File: src/design/im2col_2d_region_generator_assert.svh
// assertion macros for the im2col region generator
`ifndef IM2COL_2D_REGION_GENERATOR_ASSERT_SVH
`define IM2COL_2D_REGION_GENERATOR_ASSERT_SVH
`ifndef SYNTH
`define IM2C_ASSERT_IMP(lbl, ante, cons) \
    lbl: assert property (@(posedge i_clk) disable iff (!i_rst_n) (ante) |-> (cons)) \
        else $error("im2col region generator check failed");
`define IM2C_ASSERT_NXT(lbl, ante, cons) \
    lbl: assert property (@(posedge i_clk) disable iff (!i_rst_n) (ante) |=> (cons)) \
        else $error("im2col region generator check failed");
`else
`define IM2C_ASSERT_IMP(lbl, ante, cons)
`define IM2C_ASSERT_NXT(lbl, ante, cons)
`endif
`endif

File: src/design/im2c_pkg.sv
// shared types and constants of the im2col region generator
package im2c_pkg;

    localparam int DIV_BITS = 14;
    localparam int DEN_BITS = 7;

    // descriptor kinds
    typedef enum logic [2:0] {
        K_MAIN  = 3'd0,
        K_UP    = 3'd1,
        K_BELOW = 3'd2,
        K_LEFT  = 3'd3,
        K_RIGHT = 3'd4
    } t_kind;

    // configuration register indexes
    typedef enum logic [2:0] {
        CFG_IN_H   = 3'd0,
        CFG_IN_W   = 3'd1,
        CFG_OUT_H  = 3'd2,
        CFG_OUT_W  = 3'd3,
        CFG_STR_Y  = 3'd4,
        CFG_STR_X  = 3'd5,
        CFG_CHAN   = 3'd6,
        CFG_BATCH  = 3'd7
    } t_cfg_idx;

    // pending descriptor bits, in emit order
    localparam int MB_UP    = 0;
    localparam int MB_BELOW = 1;
    localparam int MB_LEFT  = 2;
    localparam int MB_RIGHT = 3;
    localparam int MB_MAIN  = 4;

    // tap fields that ride alongside the dividers
    typedef struct packed {
        logic [7:0]  tap;
        logic [13:0] rs;
        logic [13:0] cs;
        logic [23:0] srct;
        logic [8:0]  taps;
        logic        pad;
        logic        n2y;
        logic        n2x;
    } t_side;

endpackage

File: src/design/im2c_div.sv
// pipelined restoring divider, one quotient bit per stage
module im2c_div import im2c_pkg::*; (
    input  logic                i_clk,
    input  logic                i_en,
    input  logic [DIV_BITS-1:0] i_num,
    input  logic [DEN_BITS-1:0] i_den,
    output logic [DIV_BITS-1:0] o_quot,
    output logic [DEN_BITS-1:0] o_rem
);

    logic [DEN_BITS-1:0] r_rem [DIV_BITS];
    logic [DIV_BITS-1:0] r_num [DIV_BITS];
    logic [DIV_BITS-1:0] r_quo [DIV_BITS];
    logic [DEN_BITS-1:0] r_den [DIV_BITS];

    genvar k;
    generate
        for (k = 0; k < DIV_BITS; k++) begin : g_stage
            logic [DEN_BITS-1:0] w_rem_in;
            logic [DIV_BITS-1:0] w_num_in;
            logic [DIV_BITS-1:0] w_quo_in;
            logic [DEN_BITS-1:0] w_den_in;
            logic [DEN_BITS:0]   w_trial;
            logic                w_ge;

            if (k == 0) begin : g_first
                assign w_rem_in = '0;
                assign w_num_in = i_num;
                assign w_quo_in = '0;
                assign w_den_in = i_den;
            end else begin : g_rest
                assign w_rem_in = r_rem[k-1];
                assign w_num_in = r_num[k-1];
                assign w_quo_in = r_quo[k-1];
                assign w_den_in = r_den[k-1];
            end

            // shift in the next dividend bit and try a subtract
            assign w_trial = {w_rem_in, w_num_in[DIV_BITS-1]};
            assign w_ge    = (w_trial >= {1'b0, w_den_in});

            always_ff @(posedge i_clk) begin
                if (i_en) begin
                    r_rem[k] <= w_ge ? DEN_BITS'(w_trial - {1'b0, w_den_in})
                                     : w_trial[DEN_BITS-1:0];
                    r_num[k] <= {w_num_in[DIV_BITS-2:0], 1'b0};
                    r_quo[k] <= {w_quo_in[DIV_BITS-2:0], w_ge};
                    r_den[k] <= w_den_in;
                end
            end
        end
    endgenerate

    assign o_quot = r_quo[DIV_BITS-1];
    assign o_rem  = r_rem[DIV_BITS-1];

endmodule

File: config.mk
export PLATFORM = sky130hd
export DESIGN_NAME = im2c_div
export DESIGN_NICKNAME = d
export VERILOG_FILES = /design/src/design/im2col_2d_region_generator_assert.svh /design/src/design/im2c_pkg.sv /design/src/design/im2c_div.sv
export SDC_FILE = /design/constraint.sdc
export NUM_CORES = 1
export LEC_CHECK = 0
export BUFFER_PORTS_ARGS = -buffer_cell sky130_fd_sc_hd__buf_2
export CAP_MARGIN = 20
export CORE_UTILIZATION = 65
export CTS_CLUSTER_DIAMETER = 120
export CTS_CLUSTER_SIZE = 16
export DETAILED_ROUTE_END_ITERATION = 16
export PLACE_DENSITY_LB_ADDON = 0.15
export SYNTH_ARGS = -nofsm -noshare
export SYNTH_HDL_FRONTEND = slang
export SYNTH_SLANG_ARGS = --single-unit
File: constraint.sdc
create_clock -name i_clk -period 4.1 [get_ports i_clk]
set_input_delay 0.41 -clock i_clk [delete_from_list [all_inputs] [get_ports i_clk]]
set_output_delay 0.41 -clock i_clk [all_outputs]
set_load 0.05 [all_outputs]
==> results of run 1 <==
-- layer usage --
layer / part of all wire / vias to the layer above / global-route usage
met3: 0.042 / 47 / 0.02931
met2: 0.48 / 200 / 0.3205
met1: 0.45 / 4397 / 0.2631
li1: - / 4529 / -
met5: 0 / - / 0
met4: 0.023 / 0 / 0.05072
-- state kept, by name, summed over array words and instances (netlist names) --
signal	count
r_den	91
r_num	91
r_quo	105
r_rem	98
-- where the power goes --
part	switching (mW)	leakage [nW]	internal, mW	total [mW]
clock network	1.19	0.366	1.25	2.44
logic	1.96	3.32	1.80	3.75
registers	0.292	3.75	5.17	5.46
total	3.43	7.43	8.22	11.7
-- worst max-delay path by stage --
stage,cells past startpoint,end,from
after floorplan,7,r_rem[4][10],r_den[1][0]
after global placement,7,r_rem[2][10],r_den[0][28]
after detailed placement,8,r_rem[6][10],r_num[1][64]
after CTS,7,r_rem[2][13],r_den[0][28]
after global routing,8,r_rem[2][9],r_num[0][64]
final,7,r_rem[2][13],r_den[0][28]
-- logic make-up (layout without fill, tap and decap cells) --
logic type      Yosys count  count (layout)  synth area share
buf+inv                 143             212           0.03453
xor+xnor                 15              15          0.007492
fa+ha+maj               106             106           0.08119
flops                   385             385            0.6592
simple gates            250             250           0.07705
compound gates          168             168           0.06742
mux                     103             103           0.07306
-- worst max-delay path: cells and delay by family, from the launching register on --
| kind | cells | cell delay [ns] |
|---|---|---|
| flip-flops | 1 | 0.40 |
| AO/OA/AOI/OAI | 2 | 0.70 |
| adder cells (fa/ha/maj) | 2 | 0.65 |
| multiplexers | 1 | 0.35 |
| AND/OR/NAND/NOR | 2 | 0.32 |
-- cell usage in the layout (no fill, tap or decap), types with 4 or more instances in the layout --
cell type,n
a211o_1,9
a21oi_1,44
a311o_1,20
and2_1,4
and3_1,10
buf_2,42
clkbuf_16,29
edfxtp_1,385
fa_1,13
ha_1,93
inv_1,126
inv_2,7
mux2_1,15
mux2_2,5
mux2_4,45
mux2i_1,38
nand2_1,18
nand2b_1,16
nand3_1,11
nand3b_1,18
nand4_1,13
nor2_1,87
nor2_2,9
nor2b_1,14
nor3_1,24
nor3b_1,12
nor4_1,10
o2111ai_1,18
o21a_1,14
o21ai_0,40
o31a_1,10
xnor2_1,13
-- cell type report --
| type | count | share of cell area |
|---|---|---|
| clock buffers | 30 | 0.03860 |
| clock inverters | 1 | 0.0008608 |
| inverters | 133 | 0.02642 |
| multi-input cells | 642 | 0.2842 |
| flip-flops and latches | 385 | 0.6118 |
| well taps | 335 | 0.02218 |
| repair buffers | 48 | 0.01589 |
==> out/metrics.csv, run 1 <==
stage,metric,value,unit
outcome,status,"finished, violations left",
outcome,failing checks,DRC,
job,Max-Cap Viols,0,
clocking,Sink Count,385,
power,Power Total,11.65,mW
route,final WL,25740,um
hold_path,WHS Endpoint,r_num[0][10],
hold_path,worst min path class,in2reg,
clocking,CTS H-tree depth,1,
floorplan,initial core utilization,0.6673,
timing,Tmin final,2.665,ns
cells_and_area,"Area growth, synth to finish",7.748,%
timing,setup ws final,1.435,ns
setup_path,nature of the critical path startpoint,flop,
hold_path,worst hold path depth,1,
synthesis,Syn Inst Count,1170,
route,drt first pass iters,11,
placed_design,Final GP Congestion,0.8682,
clocking,hold-fix buffer count after cts,0,
setup_path,FF-to-FF End,r_rem[2][13],
floorplan,die area,27640,um^2
synthesis,"count leader, synth",edfxtp_1,
placed_design,Buffers on Ports,43,
setup_path,worst reg-to-reg setup slack,1.44,ns
synthesis,"Top FF cell, synth",edfxtp_1,
cells_and_area,multi-input logic area,5370,um^2
setup_path,CP Capture Type,flop,
clocking,postcts setup bufs,0,
global_routing,first-pass GRT wire length,42700,um
synthesis,synthesized area per cell,14.99,um^2
floorplan,Die X,166.3,um
cells_and_area,fin area,18900,um^2
hold_path,hold path start,i_num[10],
cells_and_area,FILL cells,1665,
synthesis,"Seq/Total Area, Yosys",0.6592,
placed_design,DP Worst Slack,1.463,ns
clocking,TritonCTS Buffers,28,
global_routing,GRT overflow,0,
synthesis,YS warnings,0,
clocking,CTS root buffer,clkbuf_16,
timing,setup_tns,0,ns
synthesis,Yosys reg bits,385,
cells_and_area,fin util,0.7190,
setup_path,R2R cell count,7,
setup_path,worst-path maximum fanout,8,
setup_path,critical path cell sequence,ha_1 -> fa_1 -> nand2b_1 -> a21oi_1 -> nand3b_1 -> a311o_1 -> mux2_4,
clocking,Post-CTS Resized,0,
synthesis,Synth cell types,42,
route,DR vias,9173,
placed_design,HPWL Detailed,17610,um
floorplan,Core Box Area,26280,um^2
synthesis,ys async rst share,0,
setup_path,required time of the critical path,4.40,ns
placed_design,placed cell areas,18150,um^2
placed_design,Cells after DPL,1543,
global_routing,pin count of the biggest net entering global routing,112,
timing,RSZ-0062 raised after global routing,no,
power,Pleak,7.432,nW
timing,"Period Utilization, post-route",0.6499,
clocking,"Clk Latency, worst-skew pair",0.55,ns
global_routing,initial antenna violation count,0,
synthesis,"Net Count, Synth",1299,
timing,Hold Slack,0.03703,ns
setup_path,reg2reg start,r_den[0][28],
power,Power Density,616.7,nW/um^2
cells_and_area,Post-Layout Cell Count,1574,
synthesis,Yosys top cell by area,edfxtp_1,
cells_and_area,# diodes,0,
synthesis,Post-synth EDFFs,385,
timing,"Hold Violations, Final",0,
route,post-route ant nets,0,
setup_path,WP data arrival,2.96,ns
global_routing,gr usage total,0.1909,
timing,setup violators final,0,
cells_and_area,Nets,1367,
setup_path,CP peak stage delay,0.52,ns
clocking,CTS tree,done,
synthesis,Synth area leaders,"edfxtp_1, ha_1, mux2_4",
timing,Final Max Slew Viols,0,
route,1st-iter DRT viols,632,
synthesis,"Cell Area, Synth",17540,um^2
clocking,clk buf depth,3,
synthesis,commonest cells in the synthesized netlist,"edfxtp_1, inv_1, ha_1",
route,WL per Instance,16.35,um
timing,Max Clock Freq,375.3,MHz
setup_path,Setup CP Type,reg2reg,
setup_path,CP max stage cell,a311o_1,
synthesis,Synth top area share,0.6592,
power,worst vdd ir,0.4938,mV
timing,Worst Clk Skew,0.01449,ns
clocking,Worst-path clk slew,0.07,ns
floorplan,Die H,166.3,um
timing,worst-margin pin slew,0.8429,ns
timing,Worst slew margin,0.4381,
global_routing,number of global-route vias before repair,8950,
cells_and_area,share of cells above drive strength 1,0.1251,
route,mean number of vias per cell,5.828,
cells_and_area,Seq. cell area,11560,um^2
floorplan,Ports,44,
route,Post-route DRC,3,
floorplan,Rows,59,
No activity file was read; power rests on OpenSTA's default activity.
==> inputs of run 2 (changes only) <==
--- a/config.mk
+++ b/config.mk
@@ -5,9 +5,10 @@
 export SDC_FILE = /design/constraint.sdc
 export NUM_CORES = 1
 export LEC_CHECK = 0
+export ABC_AREA = 1
 export BUFFER_PORTS_ARGS = -buffer_cell sky130_fd_sc_hd__buf_2
 export CAP_MARGIN = 20
-export CORE_UTILIZATION = 65
+export CORE_UTILIZATION = 63
 export CTS_CLUSTER_DIAMETER = 120
 export CTS_CLUSTER_SIZE = 16
 export DETAILED_ROUTE_END_ITERATION = 16
==> constraint.sdc (replaced) <==
create_clock -name i_clk -period 2.6 [get_ports i_clk]
set_input_delay 0.26 -clock i_clk [delete_from_list [all_inputs] [get_ports i_clk]]
set_output_delay 0.26 -clock i_clk [all_outputs]
set_load 0.05 [all_outputs]
==> run 2 against run 1 <==
Non-clock buffer count increased by 27. Largest cell class unchanged. Worst hold slack improved by 0.036 ns. Maximum frequency increased by 29%. Largest power group unchanged. The run now ends clean. Critical endpoint is now r_rem[0][9]. Sequential share of layout area shrank 3.6 points. First-iteration DRC count is 7.3% higher.
==> out/metrics.csv, run 2 <==
stage,metric,value,unit
clocking,CTS tree,done,
route,Max Used Layer,met4,
cells_and_area,max FFs per register,105,
route,mean number of vias per cell,5.168,
clocking,Sink Count,385,
setup_path,FF-to-FF End,r_rem[0][9],
cells_and_area,FILL cells,2002,
cells_and_area,Seq. cell area,11560,um^2
global_routing,number of global-route vias before repair,10980,
placed_design,DP Worst Slack,0.5222,ns
floorplan,Rows,61,
global_routing,first-pass GRT wire length,50290,um
power,Power Density,953.6,nW/um^2
global_routing,pin count of the biggest net entering global routing,69,
clocking,CTS root buffer,clkbuf_16,
setup_path,WP depth,10,
setup_path,nature of the critical path startpoint,flop,
clocking,Post-CTS Resized,0,
route,metal2 WL,14340,um
cells_and_area,fin util,0.7124,
clocking,clk buf depth,3,
outcome,status,finished clean,
synthesis,Yosys top cell by area,edfxtp_1,
timing,Worst slew margin,0.6146,
floorplan,initial core utilization,0.6481,
timing,Hold Slack,0.07295,ns
synthesis,Synth area leaders,"edfxtp_1, nand2_1, ha_1",
setup_path,R2R cell count,10,
placed_design,Buffers on Ports,43,
synthesis,commonest cells in the synthesized netlist,"nand2_1, edfxtp_1, inv_1",
job,Max-Cap Viols,0,
synthesis,"count leader, synth",nand2_1,
setup_path,crit-path most repeated cell,nand2_1,
timing,Final Max Slew Viols,0,
floorplan,Die X,172.2,um
cells_and_area,"commonest non-fill, non-tap cell in the layout",nand2_1,
placed_design,placed cell areas,19130,um^2
synthesis,"Top FF cell, synth",edfxtp_1,
timing,Worst Clk Skew,0.01342,ns
cells_and_area,share of cells above drive strength 1,0.07793,
floorplan,die area,29650,um^2
route,drt first pass iters,5,
setup_path,reg2reg start,r_den[0][0],
timing,RSZ-0062 raised after global routing,no,
power,Pleak,8.835,nW
route,1st-iter DRT viols,678,
placed_design,Final GP Congestion,0.8765,
synthesis,ys async rst share,0,
setup_path,cell family with most CP delay,adder cells,
synthesis,Syn Inst Count,1652,
cells_and_area,# diodes,0,
setup_path,required time of the critical path,2.91,ns
floorplan,Ports,44,
floorplan,Core Box Area,28160,um^2
global_routing,gr usage total,0.2128,
clocking,TritonCTS Buffers,28,
synthesis,YS warnings,0,
setup_path,CP peak stage delay,0.43,ns
cells_and_area,multi-input logic area,5553,um^2
cells_and_area,Nets,1886,
synthesis,"Seq/Total Area, Yosys",0.6334,
synthesis,Post-synth EDFFs,385,
timing,Tmin final,2.068,ns
power,worst vdd ir,0.8844,mV
route,WL met3,1170,um
timing,setup violators final,0,
timing,Max Clock Freq,483.5,MHz
setup_path,Crit path buffers/inverters,1,
timing,setup_tns,0,ns
setup_path,Setup CP Type,reg2reg,
route,DR vias,11040,
setup_path,CP max stage cell,fa_1,
synthesis,"Net Count, Synth",1781,
route,Post-route DRC,0,
hold_path,worst min path class,in2reg,
cells_and_area,fin area,20060,um^2
cells_and_area,biggest regs,"r_quo: 105 flops, r_rem: 98 flops",
setup_path,CP startpoint,r_den[0][0],
setup_path,CP Capture Type,flop,
route,post-route ant nets,0,
cells_and_area,Largest Register,r_quo,
clocking,"Clk Latency, worst-skew pair",0.55,ns
cells_and_area,most frequent cells in the layout,"nand2_1, edfxtp_1, inv_1, nand3_1, ha_1",
clocking,CTS H-tree depth,1,
setup_path,critical path cell sequence,ha_1 -> fa_1 -> inv_1 -> nand2_1 -> nand2_1 -> nand2_1 -> o21ai_0 -> nand2_1 -> nand3_1 -> nand2_1,
global_routing,GRT overflow,0,
timing,setup ws final,0.5316,ns
floorplan,Die H,172.2,um
synthesis,synthesized area per cell,11.05,um^2
route,wl on met1,13670,um
synthesis,Synth cell types,19,
synthesis,"Cell Area, Synth",18250,um^2
setup_path,Critical Path End,r_rem[0][9],
setup_path,worst reg-to-reg setup slack,0.53,ns
synthesis,Synth top area share,0.6334,
placed_design,HPWL Detailed,21700,um
timing,worst-margin pin slew,0.5781,ns
route,WL per Instance,14.01,um
clocking,Worst-path clk slew,0.08,ns
timing,"Period Utilization, post-route",0.7955,
timing,"Hold Violations, Final",0,
cells_and_area,"Area growth, synth to finish",9.933,%
synthesis,Yosys reg bits,385,
setup_path,worst-path maximum fanout,5,
hold_path,worst hold path depth,3,
route,final WL,29940,um
global_routing,initial antenna violation count,0,
setup_path,WP data arrival,2.38,ns
run 2: cell types whose count changed after synthesis, moves of 18 or more:
cell       previous run  this run
inv_1               126       303
o2111ai_1            18         0
nand2_1              18       478
o21ai_0              40        13
mux2_4               45         0
nor2_1               87        64
a311o_1              20         0
nand3b_1             18         0
mux2i_1              38         0
a21oi_1              44        17
nand3_1              11       152
o21ai_1               0        26
nor3_1               24         1
run 2: kinds of logic (layout without fill, tap and decap cells):
logic type               after synthesis  count (layout)  share of synthesized area
AO/OA/AOI/OAI                         69              69                    0.02694
XOR/XNOR                              28              28                    0.01344
adder cells (fa/ha/maj)              106             106                    0.07801
buffers and inverters                303             409                    0.06232
flip-flops                           385             385                     0.6334
AND/OR/NAND/NOR                      761             761                     0.1859
run 2: area by class of cell:
class / count / area share
clock inverters: 2 / 0.001621
repair buffers: 75 / 0.03006
multi-input cells: 964 / 0.2768
inverters: 303 / 0.05669
flip-flops and latches: 385 / 0.5762
well taps: 378 / 0.02357
clock buffers: 29 / 0.03511
run 2: timing repair:
item,in CTS,in global routing
hold buffers,20,0
setup buffers,0,0
hold endpoints to repair,20,0
run 2: worst register-to-register path, stage by stage (launching register included):
cell and delay, ns:
edfxtp_1 0.42, ha_1 0.25, fa_1 0.43, inv_1 0.11, nand2_1 0.05, nand2_1 0.08
nand2_1 0.07, o21ai_0 0.08, nand2_1 0.16, nand3_1 0.12, nand2_1 0.06
run 2: per-stage QoR:
step	instances	power, mW
2_1_floorplan	1652	13.81
3_3_place_gp	2085	15.16
3_5_place_dp	2085	15.35
4_1_cts	2136	19.24
5_1_grt	2136	20.50
6_report	2136	19.13
run 2: how the worst min path moves through the flow:
stage                            from  slack (ns)      endpoint
after floorplan              i_den[0]        0.36   r_den[0][0]
after global placement    r_num[1][9]        0.40  r_num[1][23]
after detailed placement  r_num[0][0]        0.40  r_num[0][14]
after CTS                   i_num[13]        0.04   r_rem[0][0]
after global routing        i_num[13]        0.11   r_rem[0][0]
final                       i_num[13]        0.07   r_rem[0][0]
run 2: power breakdown:
group	internal (mW)	switching (mW)
Combinational	2.41	4.07
Clock	1.93	1.93
Sequential	8.25	0.552
Total	12.6	6.55
run 2: routing by layer:
layer | up-vias | GRT usage
met2 | 205 | 0.3683
met5 | - | 0
met3 | 46 | 0.02564
met1 | 5101 | 0.2846
li1 | 5686 | -
met4 | 0 | 0.05848
==> inputs of run 3 (changes only) <==
--- a/config.mk
+++ b/config.mk
@@ -8,7 +8,7 @@
 export ABC_AREA = 1
 export BUFFER_PORTS_ARGS = -buffer_cell sky130_fd_sc_hd__buf_2
 export CAP_MARGIN = 20
-export CORE_UTILIZATION = 63
+export CORE_UTILIZATION = 57
 export CTS_CLUSTER_DIAMETER = 120
 export CTS_CLUSTER_SIZE = 16
 export DETAILED_ROUTE_END_ITERATION = 16
==> constraint.sdc (replaced) <==
create_clock -name i_clk -period 1.7 [get_ports i_clk]
set_input_delay 0.17 -clock i_clk [delete_from_list [all_inputs] [get_ports i_clk]]
set_output_delay 0.17 -clock i_clk [all_outputs]
set_load 0.05 [all_outputs]
==> run 3 against run 2 <==
Sequential share of layout area shrank 8.7 points. Critical path type unchanged. Combinational power rose by 130%. Design area rose by 18%. The run now ends with setup timing left. Largest power group is now combinational logic. Clock-buffer cell count up 1.
==> out/metrics.csv, run 3 (synthesized netlist as in run 2, its figures left out) <==
stage,metric,value,unit
outcome,status,"finished, violations left",
outcome,failing checks,setup timing,
cells_and_area,fin util,0.7487,
route,drt first pass iters,5,
power,Power Density,1470,nW/um^2
setup_path,required time of the critical path,2.03,ns
floorplan,Core Box Area,31560,um^2
timing,Max Clock Freq,521.7,MHz
timing,"Hold Violations, Final",0,
clocking,Sink Count,385,
placed_design,Final GP Congestion,0.8335,
power,Power Total,34.73,mW
route,1st-iter DRT viols,634,
setup_path,CP Capture Type,flop,
floorplan,Die X,180.9,um
floorplan,Ports,44,
hold_path,worst min path class,in2reg,
route,Post-route DRC,0,
route,WL per Instance,15.60,um
cells_and_area,Largest Register,r_quo,
clocking,clk buf depth,3,
timing,"Period Utilization, post-route",1.128,
cells_and_area,max FFs per register,105,
clocking,CTS H-tree depth,1,
setup_path,WP data arrival,2.25,ns
cells_and_area,biggest regs,"r_quo: 105 flops, r_rem: 98 flops",
floorplan,die area,32740,um^2
power,Pleak,10.17,nW
timing,worst-margin pin slew,0.4254,ns
clocking,CTS root buffer,clkbuf_16,
cells_and_area,share of cells above drive strength 1,0.3416,
placed_design,Buffers on Ports,43,
floorplan,Die H,180.9,um
setup_path,worst-path maximum fanout,5,
timing,Tmin final,1.917,ns
setup_path,Setup CP Type,reg2reg,
clocking,CTS tree,done,
timing,Hold Slack,0.02854,ns
timing,setup ws final,-0.2170,ns
global_routing,gr usage total,0.2172,
cells_and_area,multi-input logic area,7431,um^2
cells_and_area,most frequent cells in the layout,"edfxtp_1, nand2_1, inv_1, buf_4, nand2_2",
clocking,TritonCTS Buffers,28,
floorplan,Rows,65,
route,final WL,37090,um
placed_design,DP Worst Slack,-0.2781,ns
cells_and_area,"Area growth, synth to finish",29.45,%
timing,Worst Clk Skew,0.01765,ns
cells_and_area,fin area,23630,um^2
global_routing,GRT overflow,0,
placed_design,HPWL Detailed,22980,um
cells_and_area,Nets,2104,
timing,Final Max Slew Viols,0,
placed_design,placed cell areas,20150,um^2
clocking,"Clk Latency, worst-skew pair",0.56,ns
power,worst vdd ir,0.8833,mV
setup_path,nature of the critical path startpoint,flop,
job,Max-Cap Viols,0,
cells_and_area,FILL cells,2012,
global_routing,first-pass GRT wire length,57600,um
global_routing,number of global-route vias before repair,12190,
global_routing,initial antenna violation count,0,
cells_and_area,"commonest non-fill, non-tap cell in the layout",edfxtp_1,
route,mean number of vias per cell,5.237,
timing,Worst slew margin,0.7154,
route,post-route ant nets,0,
global_routing,pin count of the biggest net entering global routing,70,
timing,setup violators final,94,
clocking,Worst-path clk slew,0.08,ns
floorplan,initial core utilization,0.5784,
cells_and_area,# diodes,0,
timing,RSZ-0062 raised after global routing,yes,
route,DR vias,12450,
cells_and_area,Seq. cell area,11560,um^2
## run 3: path summary, 6_finish.rpt
path	from	end	slack (ns)	cells past startpoint
max	r_den[1][7]	r_rem[5][5]	-0.22	10
min	i_num[13]	r_rem[0][0]	0.03	3
max reg2reg	r_den[1][7]	r_rem[5][5]	-0.22	10
min reg2reg	r_quo[0][105]	r_quo[1][8]	0.41	0
## run 3: through the flow
| step | instances | TNS [ns] |
|---|---|---|
| final | 2378 | -10.45 |
| after global routing | 2378 | -17.49 |
| after CTS | 2346 | -8.276 |
| after detailed placement | 2231 | -12.05 |
| after global placement | 2231 | -9.423 |
| after floorplan | 1652 | 0 |
## run 3: area by class of cell
type	instances	area share
repair buffers	281	0.09517
well taps	402	0.02129
clock buffers	30	0.03087
inverters	303	0.04814
multi-input cells	976	0.3145
flip-flops and latches	385	0.4893
clock inverters	1	0.0006885
## run 3: layer usage
metal  GRT usage  wire length [um]  vias to the layer above
li1            -                 -                     6161
met1      0.2846             15920                     5940
met2      0.3825             18920                      277
met3     0.02762              1441                       75
met4     0.05797               815                        0
met5           0                 0                        -
## run 3: worst max-delay path, stage by stage (launching register included)
cell      delay [ns]
edfxtp_1        0.44
ha_2            0.24
fa_2            0.40
inv_2           0.07
nand2_2         0.06
nand2_4         0.09
nand2_4         0.06
o21ai_2         0.07
nand2_2         0.13
nand3_2         0.11
nand2_2         0.04
## run 3: timing repair
action                                 in CTS  in global routing
pin swaps                                  62                 72
endpoints found under the hold margin      35                  0
setup endpoints to repair                  97                103
cloned                                     10                  2
buffers inserted                           53                 30
hold buffers                               21                  0
resized for setup                         165                229
## run 3: report_power, final
part           internal [mW]  switching, mW  leakage (nW)  total (mW)
registers               12.6           1.06          3.76        13.7
logic                   6.57           8.43          6.04        15.0
clock network           3.03           3.02         0.366        6.05
total                   22.2           12.5          10.2        34.7
